==> src/sv/qrs_sqrt_cell.sv <==
// ----------------------------------------------------------------------------
// qrs_sqrt_cell
// One root bit of a floor square root; carries side data along.
// ----------------------------------------------------------------------------
`default_nettype none

module qrs_sqrt_cell #(
  parameter int SW  = 17,
  parameter int XW  = 34
) (
  input  wire logic              clk,
  input  wire logic              en,
  input  wire logic [SW+1:0]     rem_in,
  input  wire logic [SW-1:0]     root_in,
  input  wire logic [2*SW-1:0]   rad_in,
  input  wire logic [XW-1:0]     side_in,
  output logic      [SW+1:0]     rem_out,
  output logic      [SW-1:0]     root_out,
  output logic      [2*SW-1:0]   rad_out,
  output logic      [XW-1:0]     side_out
);

  logic [SW+3:0] trial;
  logic [SW+3:0] cand;
  logic [SW+3:0] diff;
  logic          ge;

  always_comb begin
    trial = {rem_in, rad_in[2*SW-1:2*SW-2]};
    cand  = {2'b00, root_in, 2'b01};
    ge    = trial >= cand;
    diff  = ge ? trial - cand : trial;
  end

  always_ff @(posedge clk) begin
    if (en) begin
      rem_out  <= diff[SW+1:0];
      root_out <= {root_in[SW-2:0], ge};
      rad_out  <= {rad_in[2*SW-3:0], 2'b00};
      side_out <= side_in;
    end
  end

endmodule

`default_nettype wire

==> config.mk <==
export PLATFORM = sky130hd
export DESIGN_NAME = qrs_sqrt_cell
export DESIGN_NICKNAME = d
export VERILOG_FILES = /design/src/sv/qrs_sqrt_cell.sv
export SDC_FILE = /design/constraint.sdc
export NUM_CORES = 1
export LEC_CHECK = 0
export BUFFER_PORTS_ARGS = -buffer_cell sky130_fd_sc_hd__buf_4
export CAP_MARGIN = 40
export CORE_MARGIN = 1
export CORE_UTILIZATION = 30
export CTS_CLUSTER_DIAMETER = 30
export DETAILED_ROUTE_END_ITERATION = 6
export HOLD_SLACK_MARGIN = 0.08
export PLACE_DENSITY_LB_ADDON = 0.05
export SLEW_MARGIN = 15
export SYNTH_ARGS = -nofsm -noshare
export SYNTH_HDL_FRONTEND = slang
export SYNTH_SLANG_ARGS = --single-unit
==> constraint.sdc <==
create_clock -name clk -period 2.45 [get_ports clk]
set_input_delay 0.245 -clock clk [delete_from_list [all_inputs] [get_ports clk]]
set_output_delay 0.245 -clock clk [all_outputs]
set_load 0.02 [all_outputs]
==> results.cfg, run 1 <==
[status]
status = complete, no violations

[place]
numPortBuffers = 207
dpl.hpwl_um = 8907
place_ws_ns = -0.01788
gp_congestion = 0.7920

[clocking]
clkSlewWorstSetupHoldPaths_ns = 0.07
clockRootBuffer = clkbuf_16
htreeDepth = 3
clkSinkCount = 102
cts_tree = yes
cts_made_buffers = 9
cts_buffer_depth = 2

[finish]
antenna_cells = 0
finalNetCount = 733
final_common_cell = buf_4
areaGrowthSynthToFinish_pct = 68.03
final_cell_mix = buf_4, edfxtp_1, dlygate4sd3_1
drive_gt1_share_pct = 43.39
finish.utilization_pct = 51.63

[worst_setup_path]
cp.required_ns = 2.54
critPathKind = primary input to flip-flop
cp-end-kind = flip-flop
crit_fanout = 10
crit_arrival_ns = 2.45
critPathLaunchType = primary input

[yosys]
synth_area_mm2 = 0.004466
syn_area_per_cell_um2 = 15.14
synth_edf_count = 102
ys_seq_elements = 102
ys_types = 43
synth_ff_type = edfxtp_1
ys_seq_area_share_pct = 68.59
async_reset_ff_share_pct = 0
yosysWarnings = 0
syn_inst = 295

[power]
powerDensity_mw_per_mm2 = 629.1
power_frac_clock_pct = 29.1
swShare_pct = 27.19
switchingPower_mw = 1.283
p_int_mw = 3.437
power.leakage_nw = 3.222
power_mw = 4.720
pwr-share-seq_pct = 45.8
ir_drop_mv = 0.3011
p_comb_share_pct = 25.0

[min_path]
hold_class = primary input to flip-flop
min_to = rem_out[16]
worstHoldPathCells = 2
hold_start = rem_in[14]

[timing]
hold_violations = 0
slew_viol_final = 0
rsz0062_at_grt = false
max_freq_mhz = 424.2
period_needed_ns = 2.357
final-setup-viol-count = 0
finalCritPeriodShare_pct = 96.21
setup_slack_ns = 0.09283
whs_ns = 0.2072

[global_route]
grt.total_usage_pct = 15.62
grt_pass1_vias = 3472
antenna_found_initial = 0
grt_pass1_wl_um = 17720
grt_max_degree = 46
overflow = 0

[floorplan]
core.rowCount = 44
core-area_mm2 = 0.01453
die_w_um = 124.0
die_h_um = 124.0
ios = 210
initial_core_util_pct = 30.72
dieArea_mm2 = 0.01538

[detailed_routing]
ant_nets = 0
firstDrtPassIters = 4
routed_via_density = 4.384
drc = 0
wl_per_cell_um = 15.37
drt_wl_total_um = 12250
first_iter_violations = 149
num_vias = 3494

[flow_run]
cap_violations = 0
## cell families (layout without fill, tap and decap cells)
| kind of cell | count (synthesis) | after routing | synth area share (%) |
|---|---|---|---|
| AND/OR/NAND/NOR | 46 | 46 | 5.296 |
| flip-flops | 102 | 102 | 68.59 |
| buffers and inverters | 38 | 355 | 4.147 |
| adder cells (fa/ha/maj) | 19 | 19 | 5.324 |
| XOR/XNOR | 15 | 15 | 2.942 |
| other | 1 | 2 | 0.08398 |
| multiplexers | 19 | 19 | 5.856 |
| AO/OA/AOI/OAI | 55 | 55 | 7.762 |
## routing by layer
layer / vias up / share of wire [%] / track usage, %
met4: 0 / 1.3 / 6.250
met5: - / 0 / 0
met1: 1628 / 42 / 18.28
li1: 1727 / - / -
met2: 128 / 49 / 27.29
met3: 11 / 7.2 / 3.892
## stage by stage
step / TNS [ns] / cells / area (µm²)
2_1_floorplan: 0 / 296 / 4469
3_3_place_gp: 0 / 699 / 6400
3_5_place_dp: -0.07832 / 699 / 6400
4_1_cts: 0 / 797 / 7502
5_1_grt: 0 / 797 / 7503
6_report: 0 / 797 / 7503
## state kept, by name, indices dropped and copies added (netlist names)
register  flops
root_out     17
rem_out      19
rad_out      32
side_out     34
## critical path: stages
cell and delay (ns):
dlygate4sd3_1 0.53, buf_4 0.11, inv_1 0.03, ha_1 0.30, nand3_2 0.07, or4_1 0.49
nand3_1 0.13, a21oi_4 0.06, buf_12 0.18, mux2_4 0.29
## power by group through the flow
stage	registers, mW	clock network (mW)	logic, mW
floorplan	2.42	0	0.334
global placement	2.20	0	1.08
detailed placement	2.20	0	1.09
CTS	2.17	1.43	1.20
global route	2.18	1.48	1.28
finish	2.16	1.37	1.18
## area by class of cell
class / instances / area, µm²
clock inverters: 6 / 52.55
inverters: 27 / 101.3
fillers: 1300 / 7030
flip-flops and latches: 102 / 3063
well taps: 184 / 230.2
clock buffers: 10 / 229.0
repair buffers: 312 / 2597
multi-input cells: 156 / 1230
## synth_stat cells, types with 2 or more instances
| master | number | area (µm²) |
|---|---|---|
| edfxtp_1 | 102 | 3063 |
| inv_1 | 27 | 101.4 |
| a21oi_1 | 20 | 100.1 |
| ha_1 | 19 | 237.7 |
| mux2_4 | 14 | 210.2 |
| nand2_1 | 14 | 52.55 |
| nor2_1 | 9 | 33.78 |
| o21ai_0 | 9 | 45.04 |
| xnor2_1 | 8 | 70.07 |
| xor2_1 | 7 | 61.31 |
| nand4_1 | 5 | 31.28 |
| buf_4 | 4 | 30.03 |
| mux2i_1 | 4 | 40.04 |
| o21a_1 | 4 | 30.03 |
| a31oi_1 | 3 | 18.77 |
| buf_6 | 3 | 33.78 |
| clkbuf_2 | 3 | 15.01 |
| nand2b_1 | 3 | 18.77 |
| nand3_1 | 3 | 15.01 |
| nor3_1 | 3 | 15.01 |
| o2111ai_1 | 3 | 26.28 |
| o211ai_1 | 3 | 22.52 |
| a211oi_1 | 2 | 15.01 |
| nor2b_1 | 2 | 12.51 |
| o21ai_1 | 2 | 10.01 |
| o311ai_0 | 2 | 17.52 |
## worst max-delay path by stage
stage	from	endpoint	slack, ns	cells after the start
after global placement	root_in[14]	rem_out[16]	0.03	10
after CTS	root_in[15]	rem_out[12]	0.10	9
after global routing	root_in[15]	rem_out[14]	0.04	10
final	root_in[15]	rem_out[13]	0.09	10
after detailed placement	rem_in[14]	rem_out[14]	-0.02	9
after floorplan	root_in[12]	rem_out[10]	0.15	10
## what timing repair did
action                                  in CTS  in global routing
gates resized for setup                      0                  1
setup buffers                                0                  0
endpoints found under the hold margin       82                  0
endpoints found under the setup margin       0                 14
hold buffers                                82                  0
Power figures use the tool's default switching activity.
==> run 2: changes to the inputs <==
- CTS_BUF_LIST: default -> sky130_fd_sc_hd__clkbuf_8
- SKIP_LAST_GASP: default -> 1
- clock period: 2.45 -> 3 ns (I/O delays scaled with it)
==> results.cfg, run 2 (synthesis results as in run 1) <==
[worst_setup_path]
crit_arrival_ns = 3.02
critPathKind = primary input to flip-flop
cp.required_ns = 3.14
critPathLaunchType = primary input
crit_fanout = 12
cp-end-kind = flip-flop

[timing]
slew_headroom_pct = 59.91
hold_violations = 0
final-setup-viol-count = 0
slew_viol_final = 0
period_needed_ns = 2.881
finalSetupTns_ns = 0
worstMarginPinSlew_ns = 0.6013
rsz0062_at_grt = false
finalCritPeriodShare_pct = 96.03
max_freq_mhz = 347.1

[clocking]
clkSinkCount = 102
post_cts_resized = 0
cts_tree = yes
clkSlewWorstSetupHoldPaths_ns = 0.10
cts_buffer_depth = 2
cts_made_buffers = 9
htreeDepth = 3
clockRootBuffer = clkbuf_8

[power]
pwr-share-seq_pct = 48.9
swShare_pct = 28.15
power.leakage_nw = 3.095
p_int_mw = 2.595
power_frac_clock_pct = 25.4
ir_drop_mv = 0.1959
p_comb_share_pct = 25.7
switchingPower_mw = 1.017
powerDensity_mw_per_mm2 = 498.6

[place]
gp_congestion = 0.8214
numPortBuffers = 207
dpl.hpwl_um = 8922

[detailed_routing]
drc = 0
drt_wl_total_um = 12240
routed_via_density = 4.419
firstDrtPassIters = 4
num_vias = 3447
wl_per_cell_um = 15.69
ant_nets = 0
first_iter_violations = 199

[floorplan]
core-area_mm2 = 0.01453
dieArea_mm2 = 0.01538
die_w_um = 124.0
initial_core_util_pct = 30.72
die_h_um = 124.0
ios = 210
core.rowCount = 44

[finish]
final_cell_mix = buf_4, edfxtp_1, dlygate4sd3_1
drive_gt1_share_pct = 41.95
areaGrowthSynthToFinish_pct = 62.26
final_common_cell = buf_4
largest_reg_flops = 34
finish.utilization_pct = 49.85
finalNetCount = 716
largest_register = side_out
reg_top3 = side_out: 34 flops, rad_out: 32 flops, rem_out: 19 flops
antenna_cells = 0

[min_path]
min_to = root_out[8]
worstHoldPathCells = 1
hold_class = primary input to flip-flop
hold_start = root_in[7]

[global_route]
grt_max_degree = 45
antenna_found_initial = 0
grt_pass1_wl_um = 17100
grt_pass1_vias = 3293
grt.total_usage_pct = 15.29
overflow = 0

[flow_run]
cap_violations = 0

[status]
status = complete, no violations
-- run 2: cell types whose count changed in the layout (fill, tap and decap cells not counted), sizes merged --
cell,previous run,this run
bufinv,0,1
clkinvlp,2,1
inv,30,29
clkbuf,10,9
clkinv,1,3
buf,230,214
dlygate4sd3,82,81
-- run 2: timing repair --
item                      in CTS  in global routing
setup buffers                  0                  0
hold endpoints to repair      79                  2
hold buffers                  79                  2
-- run 2: power groups by stage --
stage | sequential [mW] | combinational (mW) | clock, mW
after floorplan | 1.97 | 0.273 | 0
after global placement | 1.80 | 0.846 | 0
after detailed placement | 1.80 | 0.851 | 0
after CTS | 1.77 | 0.938 | 0.961
after global routing | 1.78 | 1.00 | 1.01
final | 1.77 | 0.928 | 0.916
-- run 2: worst max-delay path: stages --
cell and delay (ns):
dlygate4sd3_1 0.53, buf_4 0.11, inv_1 0.04, ha_1 0.43, and4_4 0.30, nand3_2 0.08, or4_1 0.51, nand3_1 0.13
a21oi_4 0.04, buf_4 0.23, mux2_4 0.31
-- run 2: area by class of cell --
class                      instances  area (µm²)
timing repair buffer             295        2417
multi-input combinational        156        1229
clock buffer                       9       123.9
sequential                       102        3063
fill                            1326        7288
tap                              184       230.2
inverter                          27       101.3
clock inverter                     7       81.33
-- run 2: how the worst max path moves through the flow --
stage,startpoint,to,slack [ns],cells past startpoint
final,root_in[12],rem_out[14],0.12,11
after global placement,rem_in[12],rem_out[3],0.32,9
after detailed placement,root_in[12],rem_out[2],0.27,10
after floorplan,root_in[12],rem_out[10],0.65,10
after CTS,root_in[12],rem_out[14],0.16,11
after global routing,root_in[12],rem_out[14],0.009,11
-- run 2: metal layers --
metal,routed length [µm],GRT usage [%],vias up
met5,0,0,-
met4,122,4.613,0
met3,952,4.716,7
met2,5955,25.35,143
met1,5209,19.06,1607
li1,-,-,1690
-- run 2: per-stage QoR --
stage | setup slack (ns) | cell area, µm² | hold WS [ns] | power [mW] | instances
after floorplan | 0.6485 | 4469 | 0.3989 | 2.246 | 296
after CTS | 0.1579 | 7226 | 0.08074 | 3.670 | 778
final | 0.1191 | 7246 | 0.1191 | 3.612 | 780
after global routing | 0.009319 | 7246 | 0.08458 | 3.796 | 780
after global placement | 0.3186 | 6230 | 0.4787 | 2.645 | 683
after detailed placement | 0.2653 | 6230 | 0.4795 | 2.652 | 683
==> run 3: changes to the inputs <==
- BUFFER_PORTS_ARGS: -buffer_cell sky130_fd_sc_hd__buf_4 -> default
- DONT_BUFFER_PORTS: default -> 1
==> results.cfg, run 3 (synthesis results as in run 1) <==
[status]
status = complete, no violations

[detailed_routing]
wl_per_cell_um = 18.15
num_vias = 2678
routed_via_density = 4.674
drc = 0
firstDrtPassIters = 4
drt_wl_total_um = 10400
first_iter_violations = 163
ant_nets = 0

[worst_setup_path]
cpPeakStageDelay_ns = 0.51
path_buf_inv = 2
critPathTopFamily = simple AND/OR/NAND/NOR gates
critPathLaunch = root_in[12]
cp.required_ns = 3.14
cp-end-kind = flip-flop
cpMaxStageDelayCell = or4_1
critPathKind = primary input to flip-flop
critPathLaunchType = primary input
crit_fanout = 12
crit_chain = inv_1 > ha_1 > and4_4 > nand3_2 > or4_1 > nand3_1 > a21oi_4 > buf_4 > mux2_4
crit_arrival_ns = 2.36

[place]
numPortBuffers = 0
gp_congestion = 0.7772
postPlaceCellArea_mm2 = 0.004653
place_ws_ns = 0.3788
dpl.hpwl_um = 7405
dp_cells = 473

[finish]
fin_cells = 573
final_common_cell = edfxtp_1
finalNetCount = 509
areaGrowthSynthToFinish_pct = 27.51
largest_register = side_out
finish.utilization_pct = 39.18
design_area_mm2 = 0.005694
reg_top3 = side_out: 34 flops, rad_out: 32 flops, rem_out: 19 flops
final_cell_mix = edfxtp_1, dlygate4sd3_1, inv_1
antenna_cells = 0
largest_reg_flops = 34
nFillCells = 1409
drive_gt1_share_pct = 10.80

[global_route]
overflow = 0
antenna_found_initial = 0
grt_pass1_wl_um = 14790
use_met3_pct = 4.853
grtUsageMet1_pct = 15.32
grt_pass1_vias = 2659
grtUsageMet2_pct = 22.29
grt_max_degree = 103
gr-max-usage-layer = met2
grt.total_usage_pct = 13.32

[timing]
final-setup-viol-count = 0
slew_viol_final = 0
finalSetupTns_ns = 0
rsz0062_at_grt = false
worstMarginPinSlew_ns = 0.6054
whs_ns = 0.1287
max_freq_mhz = 451.1
setup_slack_ns = 0.7831
slew_headroom_pct = 58.59
finalCritPeriodShare_pct = 73.90
hold_violations = 0
period_needed_ns = 2.217

[clocking]
cts_tree = yes
clockRootBuffer = clkbuf_8
clkSinkCount = 102
clkSlewWorstSetupHoldPaths_ns = 0.11
htreeDepth = 3
cts_buffer_depth = 2
cts_made_buffers = 9
post_cts_resized = 0

[floorplan]
ios = 210
dieArea_mm2 = 0.01538
core.rowCount = 44
core-area_mm2 = 0.01453
die_h_um = 124.0
die_w_um = 124.0
initial_core_util_pct = 30.72

[min_path]
hold_class = primary input to flip-flop
hold_start = rem_in[6]

[power]
power.leakage_nw = 2.092
powerDensity_mw_per_mm2 = 567.1
ir_drop_mv = 0.1801
power_mw = 3.229

[flow_run]
cap_violations = 0
-- run 3: report_power, final --
group / leakage, nW / switching (mW) / internal, mW
clock: 0.0853 / 0.511 / 0.313
combinational: 1.01 / 0.203 / 0.234
sequential: 0.999 / 0.228 / 1.74
-- run 3: final timing paths --
kind	slack (ns)	to	depth (start not counted)
max	0.78	rem_out[14]	9
min	0.13	rem_out[8]	1
-- run 3: layout make-up --
cell class                      instances  area (µm²)  share of cell area [%]
Sequential cell                       102        3063                   53.79
Multi-Input combinational cell        156        1229                   21.58
Timing Repair Buffer                   88       888.4                   15.60
Tap cell                              184       230.2                   4.043
Clock buffer                            9       123.9                   2.175
Inverter                               27       101.3                   1.780
Clock inverter                          7       58.81                   1.033
-- run 3: per-layer routing --
layer | wire (µm) | vias to the layer above
met2 | 4982 | 127
met4 | 145 | 0
met1 | 4278 | 1263
met5 | 0 | -
li1 | - | 1277
met3 | 995 | 11
-- run 3: repair_timing --
item / CTS / global route
setup buffers: 0 / 0
hold endpoints to repair: 185 / 0
hold buffers: 84 / 0
