`config.mk`:
```
export PLATFORM = sky130hd
export DESIGN_NAME = qrs_div_cell
export DESIGN_NICKNAME = d
export VERILOG_FILES = /design/src/sv/qrs_div_cell.sv
export SDC_FILE = /design/constraint.sdc
export NUM_CORES = 1
export LEC_CHECK = 0
export ABC_AREA = 1
export BUFFER_PORTS_ARGS = -buffer_cell sky130_fd_sc_hd__buf_4
export CAP_MARGIN = 25
export CORE_ASPECT_RATIO = 0.6
export CORE_MARGIN = 2
export CORE_UTILIZATION = 30
export CTS_CLUSTER_SIZE = 20
export DETAILED_ROUTE_END_ITERATION = 6
export SLEW_MARGIN = 20
export SYNTH_ARGS = -nofsm -noshare
export SYNTH_HDL_FRONTEND = slang
export SYNTH_SLANG_ARGS = --single-unit
```
`constraint.sdc`:
```
create_clock -name clk -period 2.2 [get_ports clk]
set_clock_uncertainty 0.15 [all_clocks]
set_input_delay 0.22 -clock clk [delete_from_list [all_inputs] [get_ports clk]]
set_output_delay 0.22 -clock clk [all_outputs]
set_load 0.05 [all_outputs]
```
`src/sv/qrs_div_cell.sv`:
```
// ----------------------------------------------------------------------------
// qrs_div_cell
// One quotient bit of an unsigned restoring division; carries side data.
// ----------------------------------------------------------------------------
`default_nettype none

module qrs_div_cell #(
  parameter int NW  = 34,
  parameter int DVW = 17,
  parameter int XW  = 1
) (
  input  wire logic             clk,
  input  wire logic             en,
  input  wire logic [NW-1:0]    nq_in,
  input  wire logic [DVW-1:0]   rem_in,
  input  wire logic [DVW-1:0]   den_in,
  input  wire logic [XW-1:0]    side_in,
  output logic      [NW-1:0]    nq_out,
  output logic      [DVW-1:0]   rem_out,
  output logic      [DVW-1:0]   den_out,
  output logic      [XW-1:0]    side_out
);

  logic [DVW:0] trial;
  logic [DVW:0] diff;
  logic         ge;

  always_comb begin
    trial = {rem_in, nq_in[NW-1]};
    ge    = trial >= {1'b0, den_in};
    diff  = ge ? trial - {1'b0, den_in} : trial;
  end

  always_ff @(posedge clk) begin
    if (en) begin
      nq_out   <= {nq_in[NW-2:0], ge};
      rem_out  <= diff[DVW-1:0];
      den_out  <= den_in;
      side_out <= side_in;
    end
  end

endmodule

`default_nettype wire
```
==> run summary, run 1 <==
maximum fanout along the worst path - 4
critical path type - primary input to register
Buffers on Ports - 139
register area share after synthesis - 0.560
Final nets - 699
final core utilization - 0.506
core area - 12000 µm²
syn nets - 459
CTS sink cnt - 69
fin crit share - 0.881
antenna-violating nets left - 0
total number of H-tree levels - 3
final-report hold violation count - 0
largest net degree at the start of global routing - 70
Post-Route WL - 10.2 mm
DP HPWL - 7.40 mm
mean post-synth cell area - 9.99 µm²
worst hold path type - primary input to register
setup_tns - 0 ns
pwr dens - 761 nW/µm²
layout cells sized above 1 - 0.397
Max Slew Vio Count - 0
placed inst area - 5240 µm²
Final setup viols - 0
Max Fclk - 516 MHz
All-Layer GR Usage - 0.159
Max Cap Viol - 0
initial antenna violation count - 0
Die X - 147 µm
Crit. End Element - register
capture point of the worst path - rem_out[14]
Die Y - 90.0 µm
Avg Vias per Cell - 4.19
CP Launch Point - nq_in[33]
Crit path required time - 2.14 ns
P&R area growth vs syn - 64.6%
Post-Synthesis Cells - 370
Reg area - 2070 µm²
detailed-route via count - 3266
Synth warnings - 0
RSZ-0062 raised after global routing - no
CTS Buf Count - 9
WL/cell - 13.1 µm
worst path arrival time - 1.88 ns
Rows - 31
Final min period - 1.94 ns
Root Buffer - clkbuf_16
TritonCTS clock tree - built
RD Place Congestion - 0.794
Distinct cells, synth - 26
clk slew on worst S/H paths - 0.06 ns
Fillers - 1149
DP Worst Slack - -0.330 ns
relative slew slack - 0.740
I/O pin count - 140
First-pass DRT Iterations - 4
DIE AREA - 13300 µm²
Final WS setup - 0.262 ns
Worst Max-Slew Pin Slew - 0.389 ns
Leakage - 0.00301 µW
Remaining Overflow, GRT - 0
first-pass GRT wire length - 16.4 mm
Tot Pwr - 4630 µW
footprint of the multi-input gates - 1320 µm²
vias in the first global route - 3311
# DRC - 0
fin area - 6080 µm²
Initial Util - 0.307
worst vdd ir - 0.358 mV
Mapped Area - 3700 µm²
Longest Clk Path Bufs - 2
Iter 0 DRT Violations - 117
ant diodes - 0
Yosys reg bits - 69
CP startpoint kind - primary input
status - finished, final reports clean
## cell usage in the layout (no fill, tap or decap), drive strengths merged
cell and instances:
a21oi 11, and2 1, buf 182, bufinv 2
clkbuf 9, clkinv 3, clkinvlp 1, dlygate4sd3 51
edfxtp 69, fa 1, ha 17, inv 70
nand2 136, nand3 33, nand4 4, nor2 13
nor3 4, o21ai 1, xor2 7
## worst max-delay path, cell delays in order
cell and delay, ns:
buf_4 0.12, inv_1 0.05, ha_1 0.13, inv_1 0.07, fa_1 0.44, nand3_1 0.12, nand3_1 0.14, nand2_1 0.09
nand2_1 0.10, nand2_1 0.11, nand2_1 0.06, nand2_1 0.06, nand2_1 0.06, nand2_1 0.06, nand2_1 0.06
## layout make-up
cell class | count | share of cell area
clock buffers | 9 | 0.0370
clock inverters | 7 | 0.0160
inverters | 69 | 0.0426
multi-input cells | 228 | 0.217
flip-flops and latches | 69 | 0.341
well taps | 165 | 0.0339
repair buffers | 233 | 0.313
## Yosys cell counts, drive strengths merged
cell,instances,share of area
nand2,136,0.17
edfxtp,69,0.56
inv,68,0.069
nand3,33,0.050
ha,17,0.058
nor2,13,0.017
a21oi,11,0.017
xor2,7,0.017
buf,4,0.012
nand4,4,0.0068
nor3,4,0.0098
and2,1,0.0017
clkinv,1,0.0010
fa,1,0.0054
o21ai,1,0.0024
## per-layer routing
metal	part of all wire	GRT usage	routed length [µm]	vias to the layer above
met1	0.51	0.225	5210	1481
li1	-	-	-	1675
met5	0	0	0	-
met2	0.42	0.235	4260	105
met3	0.068	0.0533	695	5
met4	0.0053	0.0385	54	0
## report_power, final
part | internal (µW) | total, µW | switching [µW]
clock network | 998 | 1590 | 587
registers | 1600 | 1640 | 38.4
logic | 532 | 1410 | 874
total | 3130 | 4630 | 1500
## registers in the layout, indices dropped and copies added, names as in the netlist
register	count
den_out	17
side_out	1
nq_out	34
rem_out	17
## metrics by stage
step | hold slack (ns) | instances
5_1_grt | 0.0423 | 780
6_report | 0.0470 | 780
3_3_place_gp | 0.248 | 711
3_5_place_dp | 0.249 | 711
2_1_floorplan | 0.169 | 370
4_1_cts | 0.0322 | 778
## logic make-up after synthesis
kind of cell	synth area share
and+or+nand+nor	0.259
buffers and inverters	0.0819
DFF	0.560
adders and majority gates	0.0629
AOI/OAI and AO/OA	0.0193
xor gates and xnor gates	0.0166
## what timing repair did
action | 4_1_cts | 5_1_grt
setup endpoints to repair | 0 | 17
hold endpoints to repair | 51 | 0
setup buffers | 0 | 2
hold buffers | 51 | 0
gates resized for setup | 0 | 0
## how the worst min path moves through the flow
stage / startpoint / endpoint / slack [ns] / depth (start not counted)
CTS: rem_in[12] / rem_out[13] / 0.03 / 3
global placement: nq_in[32] / nq_out[33] / 0.25 / 1
global route: rem_in[12] / rem_out[13] / 0.04 / 3
finish: rem_in[12] / rem_out[13] / 0.05 / 3
floorplan: den_in[0] / den_out[0] / 0.17 / 0
detailed placement: nq_in[28] / nq_out[29] / 0.25 / 1
Power figures use the tool's default switching activity.
==> run 2: changes to the inputs <==
--- a/config.mk
+++ b/config.mk
@@ -13,6 +13,7 @@
 export CORE_UTILIZATION = 30
 export CTS_CLUSTER_SIZE = 20
 export DETAILED_ROUTE_END_ITERATION = 6
+export RECOVER_POWER = 25
 export SLEW_MARGIN = 20
 export SYNTH_ARGS = -nofsm -noshare
 export SYNTH_HDL_FRONTEND = slang
==> run 2 against run 1 <==
Net effect: combinational power hardly changed; critical path type unchanged; critical path depth stayed put; first-iteration DRC count stayed put; the run now ends with max-capacitance violations, max-slew violations left.
==> run summary, run 2 (synthesized netlist as in run 1, its figures left out) <==
relative slew slack - -0.151
All-Layer GR Usage - 0.159
Final nets - 699
Longest Clk Path Bufs - 2
ant diodes - 0
critical-path cell list - buf_4, inv_1, ha_1, inv_1, fa_1, nand3_1, nand3_1, nand2_1, nand2_1, nand2_1, nand2_1, nand2_1, nand2_1, nand2_1, nand2_1
failing checks - max-capacitance violations, max-slew violations
detailed-route via count - 3264
slowest CP cell - fa_1
Rows - 31
WL/cell - 13.1 µm
WP buf/inv - 3
Root Buffer - clkbuf_16
Max Cap Viol - 1
Largest register FFs - 34
P&R area growth vs syn - 64.2%
CP peak stage delay - 0.44 ns
CP startpoint kind - primary input
DP HPWL - 7.40 mm
Remaining Overflow, GRT - 0
Max Fclk - 516 MHz
RSZ-0062 raised after global routing - no
Leakage - 0.00300 µW
pwr dens - 763 nW/µm²
largest net degree at the start of global routing - 70
Crit. End Element - register
CTS sink cnt - 69
worst path arrival time - 1.88 ns
Worst Max-Slew Pin Slew - 1.73 ns
Die X - 147 µm
worst hold path type - primary input to register
Iter 0 DRT Violations - 117
status - finished with violations
worst vdd ir - 0.358 mV
fin crit share - 0.881
RD Place Congestion - 0.794
layout cells sized above 1 - 0.397
total number of H-tree levels - 3
Hold Crit Depth - 3
Final setup viols - 0
crit-path leading delay family - simple AND/OR/NAND/NOR gates
# DRC - 0
commonest non-fill, non-tap cell in the layout - buf_4
most frequent cells in the layout - 179 x buf_4, 107 x nand2_1, 69 x edfxtp_1, 64 x inv_1, 51 x dlygate4sd3_1
DIE AREA - 13300 µm²
vias in the first global route - 3311
cell count along the critical path - 15
Crit path required time - 2.14 ns
critical path type - primary input to register
I/O pin count - 140
Largest Register - nq_out
most used cell, CP - nand2_1
Post-CTS Resized - 0
final core utilization - 0.505
CTS Buf Count - 9
initial antenna violation count - 0
WHS - 0.0470 ns
biggest regs - nq_out: 34 flops, den_out: 17 flops, rem_out: 17 flops
core area - 12000 µm²
TritonCTS clock tree - built
antenna-violating nets left - 0
clk slew on worst S/H paths - 0.06 ns
Avg Vias per Cell - 4.18
First-pass DRT Iterations - 4
Buffers on Ports - 139
Die Y - 90.0 µm
final-report hold violation count - 0
first-pass GRT wire length - 16.4 mm
Max Slew Vio Count - 70
maximum fanout along the worst path - 4
Post-Route WL - 10.2 mm
Final min period - 1.94 ns
Initial Util - 0.307
run 2: cell types whose count changed in the layout (fill, tap and decap cells not counted):
| cell | delta |
|---|---|
| buf_12 | -1 |
| buf_4 | -1 |
| clkbuf_2 | +1 |
| clkbuf_4 | +1 |
run 2: where the power goes:
group          internal [µW]  switching [µW]
combinational            529             873
sequential              1600            38.4
clock                    998             587
total                   3130            1500
run 2: final cells by class:
| class | instances | area (µm²) |
|---|---|---|
| inverter | 69 | 259 |
| sequential | 69 | 2070 |
| tap | 165 | 206 |
| multi-input combinational | 228 | 1320 |
| clock inverter | 7 | 97.6 |
| clock buffer | 9 | 225 |
| timing repair buffer | 233 | 1890 |
| fill | 1151 | 5950 |
run 2: path summary, 6_finish.rpt:
check / end / startpoint
worst min-delay path: rem_out[13] / rem_in[12]
worst max-delay path: rem_out[14] / nq_in[33]
run 2: repair_timing:
item / CTS / global route
buffers inserted: 0 / 2
hold buffers: 51 / 0
endpoints found under the hold margin: 51 / 0
endpoints found under the setup margin: 0 / 17
run 2: per-layer routing:
metal | share of wire | routed length, µm | GRT usage | vias up
met3 | 0.066 | 679 | 0.0533 | 5
met5 | 0 | 0 | 0 | -
met2 | 0.42 | 4260 | 0.235 | 102
met4 | 0.0053 | 54 | 0.0385 | 0
met1 | 0.51 | 5220 | 0.225 | 1482
li1 | - | - | - | 1675
run 2: worst min-delay path: stages:
cell	delay (ns)
buf_4	0.09
nand3_1	0.06
nand2_1	0.06
run 2: metrics by stage:
step / power (µW) / setup slack (ns) / setup TNS [ns] / instance area [µm²] / cells
3_3_place_gp: 2990 / -0.282 / -4.33 / 5240 / 711
3_5_place_dp: 3000 / -0.330 / -5.15 / 5240 / 711
4_1_cts: 4680 / 0.0311 / 0 / 6070 / 778
5_1_grt: 4840 / 0.0365 / 0 / 6070 / 780
6_report: 4630 / 0.262 / 0 / 6070 / 780
2_1_floorplan: 2500 / 0.256 / 0 / 3700 / 370
==> run 3: changes to the inputs <==
--- a/config.mk
+++ b/config.mk
@@ -14,6 +14,7 @@
 export CTS_CLUSTER_SIZE = 20
 export DETAILED_ROUTE_END_ITERATION = 6
 export RECOVER_POWER = 25
+export REMOVE_ABC_BUFFERS = 1
 export SLEW_MARGIN = 20
 export SYNTH_ARGS = -nofsm -noshare
 export SYNTH_HDL_FRONTEND = slang
==> run 3 against run 2 <==
Net effect: the flow still finishes with violations (max-capacitance violations, max-slew violations); wire length up 0.59%; global-route usage increased by 0.19 points; combinational power barely moved; via count down 1.0%; core utilization down 0.80 points; critical path type unchanged; highest routed layer unchanged.
==> run summary, run 3 (synthesized netlist as in run 1, its figures left out) <==
status - finished with violations
failing checks - max-capacitance violations, max-slew violations
critical-path cell list - buf_4, inv_1, ha_1, inv_1, fa_1, nand3_1, nand3_2, nand2_1, nand2_1, nand2_1, nand2_1, nand2_1, nand2_1, nand2_1, nand2_1
critical path type - primary input to register
P&R area growth vs syn - 61.6%
CP peak stage delay - 0.44 ns
fin crit share - 0.878
first-pass GRT wire length - 16.6 mm
Die X - 147 µm
Buffers on Ports - 139
CP startpoint kind - primary input
Max Cap Viol - 1
core area - 12000 µm²
CTS Buf Count - 9
sequential power share - 0.368
Max Fclk - 517 MHz
WP buf/inv - 3
slowest CP cell - fa_1
Leakage - 0.00294 µW
vias in the first global route - 3358
crit-path leading delay family - simple AND/OR/NAND/NOR gates
Final nets - 688
clk slew on worst S/H paths - 0.06 ns
relative slew slack - -0.164
TritonCTS clock tree - built
Die Y - 90.0 µm
most used cell, CP - nand2_1
DIE AREA - 13300 µm²
Max Slew Vio Count - 70
commonest non-fill, non-tap cell in the layout - buf_4
Initial Util - 0.307
antenna-violating nets left - 0
initial antenna violation count - 0
most frequent cells in the layout - 167 x buf_4, 107 x nand2_1, 69 x edfxtp_1, 64 x inv_1, 51 x dlygate4sd3_1
Iter 0 DRT Violations - 134
Crit path required time - 2.14 ns
Largest register FFs - 34
largest net degree at the start of global routing - 70
Final min period - 1.93 ns
Largest Register - nq_out
WHS - 0.0519 ns
clock power share - 0.321
Worst Max-Slew Pin Slew - 1.75 ns
maximum fanout along the worst path - 4
Post-Route WL - 10.3 mm
layout cells sized above 1 - 0.386
pwr dens - 746 nW/µm²
CTS sink cnt - 69
DP HPWL - 7.25 mm
final-report hold violation count - 0
Switching Share - 0.329
Avg Vias per Cell - 4.20
final core utilization - 0.497
All-Layer GR Usage - 0.161
biggest regs - nq_out: 34 flops, den_out: 17 flops, rem_out: 17 flops
combinational power share - 0.311
Longest Clk Path Bufs - 2
Crit. End Element - register
WL/cell - 13.4 µm
Root Buffer - clkbuf_16
cell count along the critical path - 15
ant diodes - 0
total number of H-tree levels - 3
Final setup viols - 0
RD Place Congestion - 0.835
worst vdd ir - 0.310 mV
First-pass DRT Iterations - 4
RSZ-0062 raised after global routing - no
worst hold path type - primary input to register
worst path arrival time - 1.87 ns
Hold Crit Depth - 3
Int Pwr - 2990 µW
Remaining Overflow, GRT - 0
Rows - 31
NetSw - 1470 µW
Final WS setup - 0.268 ns
I/O pin count - 140
# DRC - 0
DP Worst Slack - -0.362 ns
detailed-route via count - 3231
run 3: changes by cell type in the layout (fill, tap and decap cells not counted), sizes merged:
cell	before	now
buf	180	169
bufinv	2	1
clkbuf	11	12
clkinvlp	1	2
inv	70	69
run 3: timing repair:
| item | 4_1_cts | 5_1_grt |
|---|---|---|
| pin swaps | 1 | 0 |
| hold buffers | 51 | 0 |
| buffers inserted | 1 | 0 |
| gates resized for setup | 0 | 1 |
| endpoints found under the hold margin | 51 | 0 |
| setup endpoints to repair | 1 | 1 |
run 3: final timing paths:
check	start	endpoint	slack (ns)
max	nq_in[33]	rem_out[16]	0.27
min	rem_in[12]	rem_out[13]	0.05
run 3: through the flow:
stage | setup TNS, ns | instances | power [µW] | cell area [µm²]
floorplan | 0 | 366 | 2490 | 3650
global route | 0 | 769 | 4670 | 5970
finish | 0 | 769 | 4460 | 5970
global placement | -4.05 | 701 | 2970 | 5170
CTS | 0 | 769 | 4510 | 5980
detailed placement | -5.62 | 701 | 2980 | 5170
run 3: cell type report:
cell class              instances  area [µm²]
fillers                      1129        6050
clock buffers                  10         229
inverters                      69         259
flip-flops and latches         69        2070
multi-input cells             228        1330
well taps                     165         206
clock inverters                 6        62.6
repair buffers                222        1820
run 3: routing by layer:
layer,vias to the layer above,track usage,share of wire
met5,-,0,0
met4,0,0.0465,0.011
li1,1653,-,-
met1,1462,0.228,0.50
met2,106,0.241,0.42
met3,10,0.0452,0.072
run 3: power by group through the flow:
stage	Sequential [µW]	Combinational (µW)	Clock, µW
floorplan	2110	381	0
global placement	1660	1310	0
detailed placement	1660	1310	0
CTS	1640	1390	1480
global route	1660	1490	1530
finish	1640	1390	1430
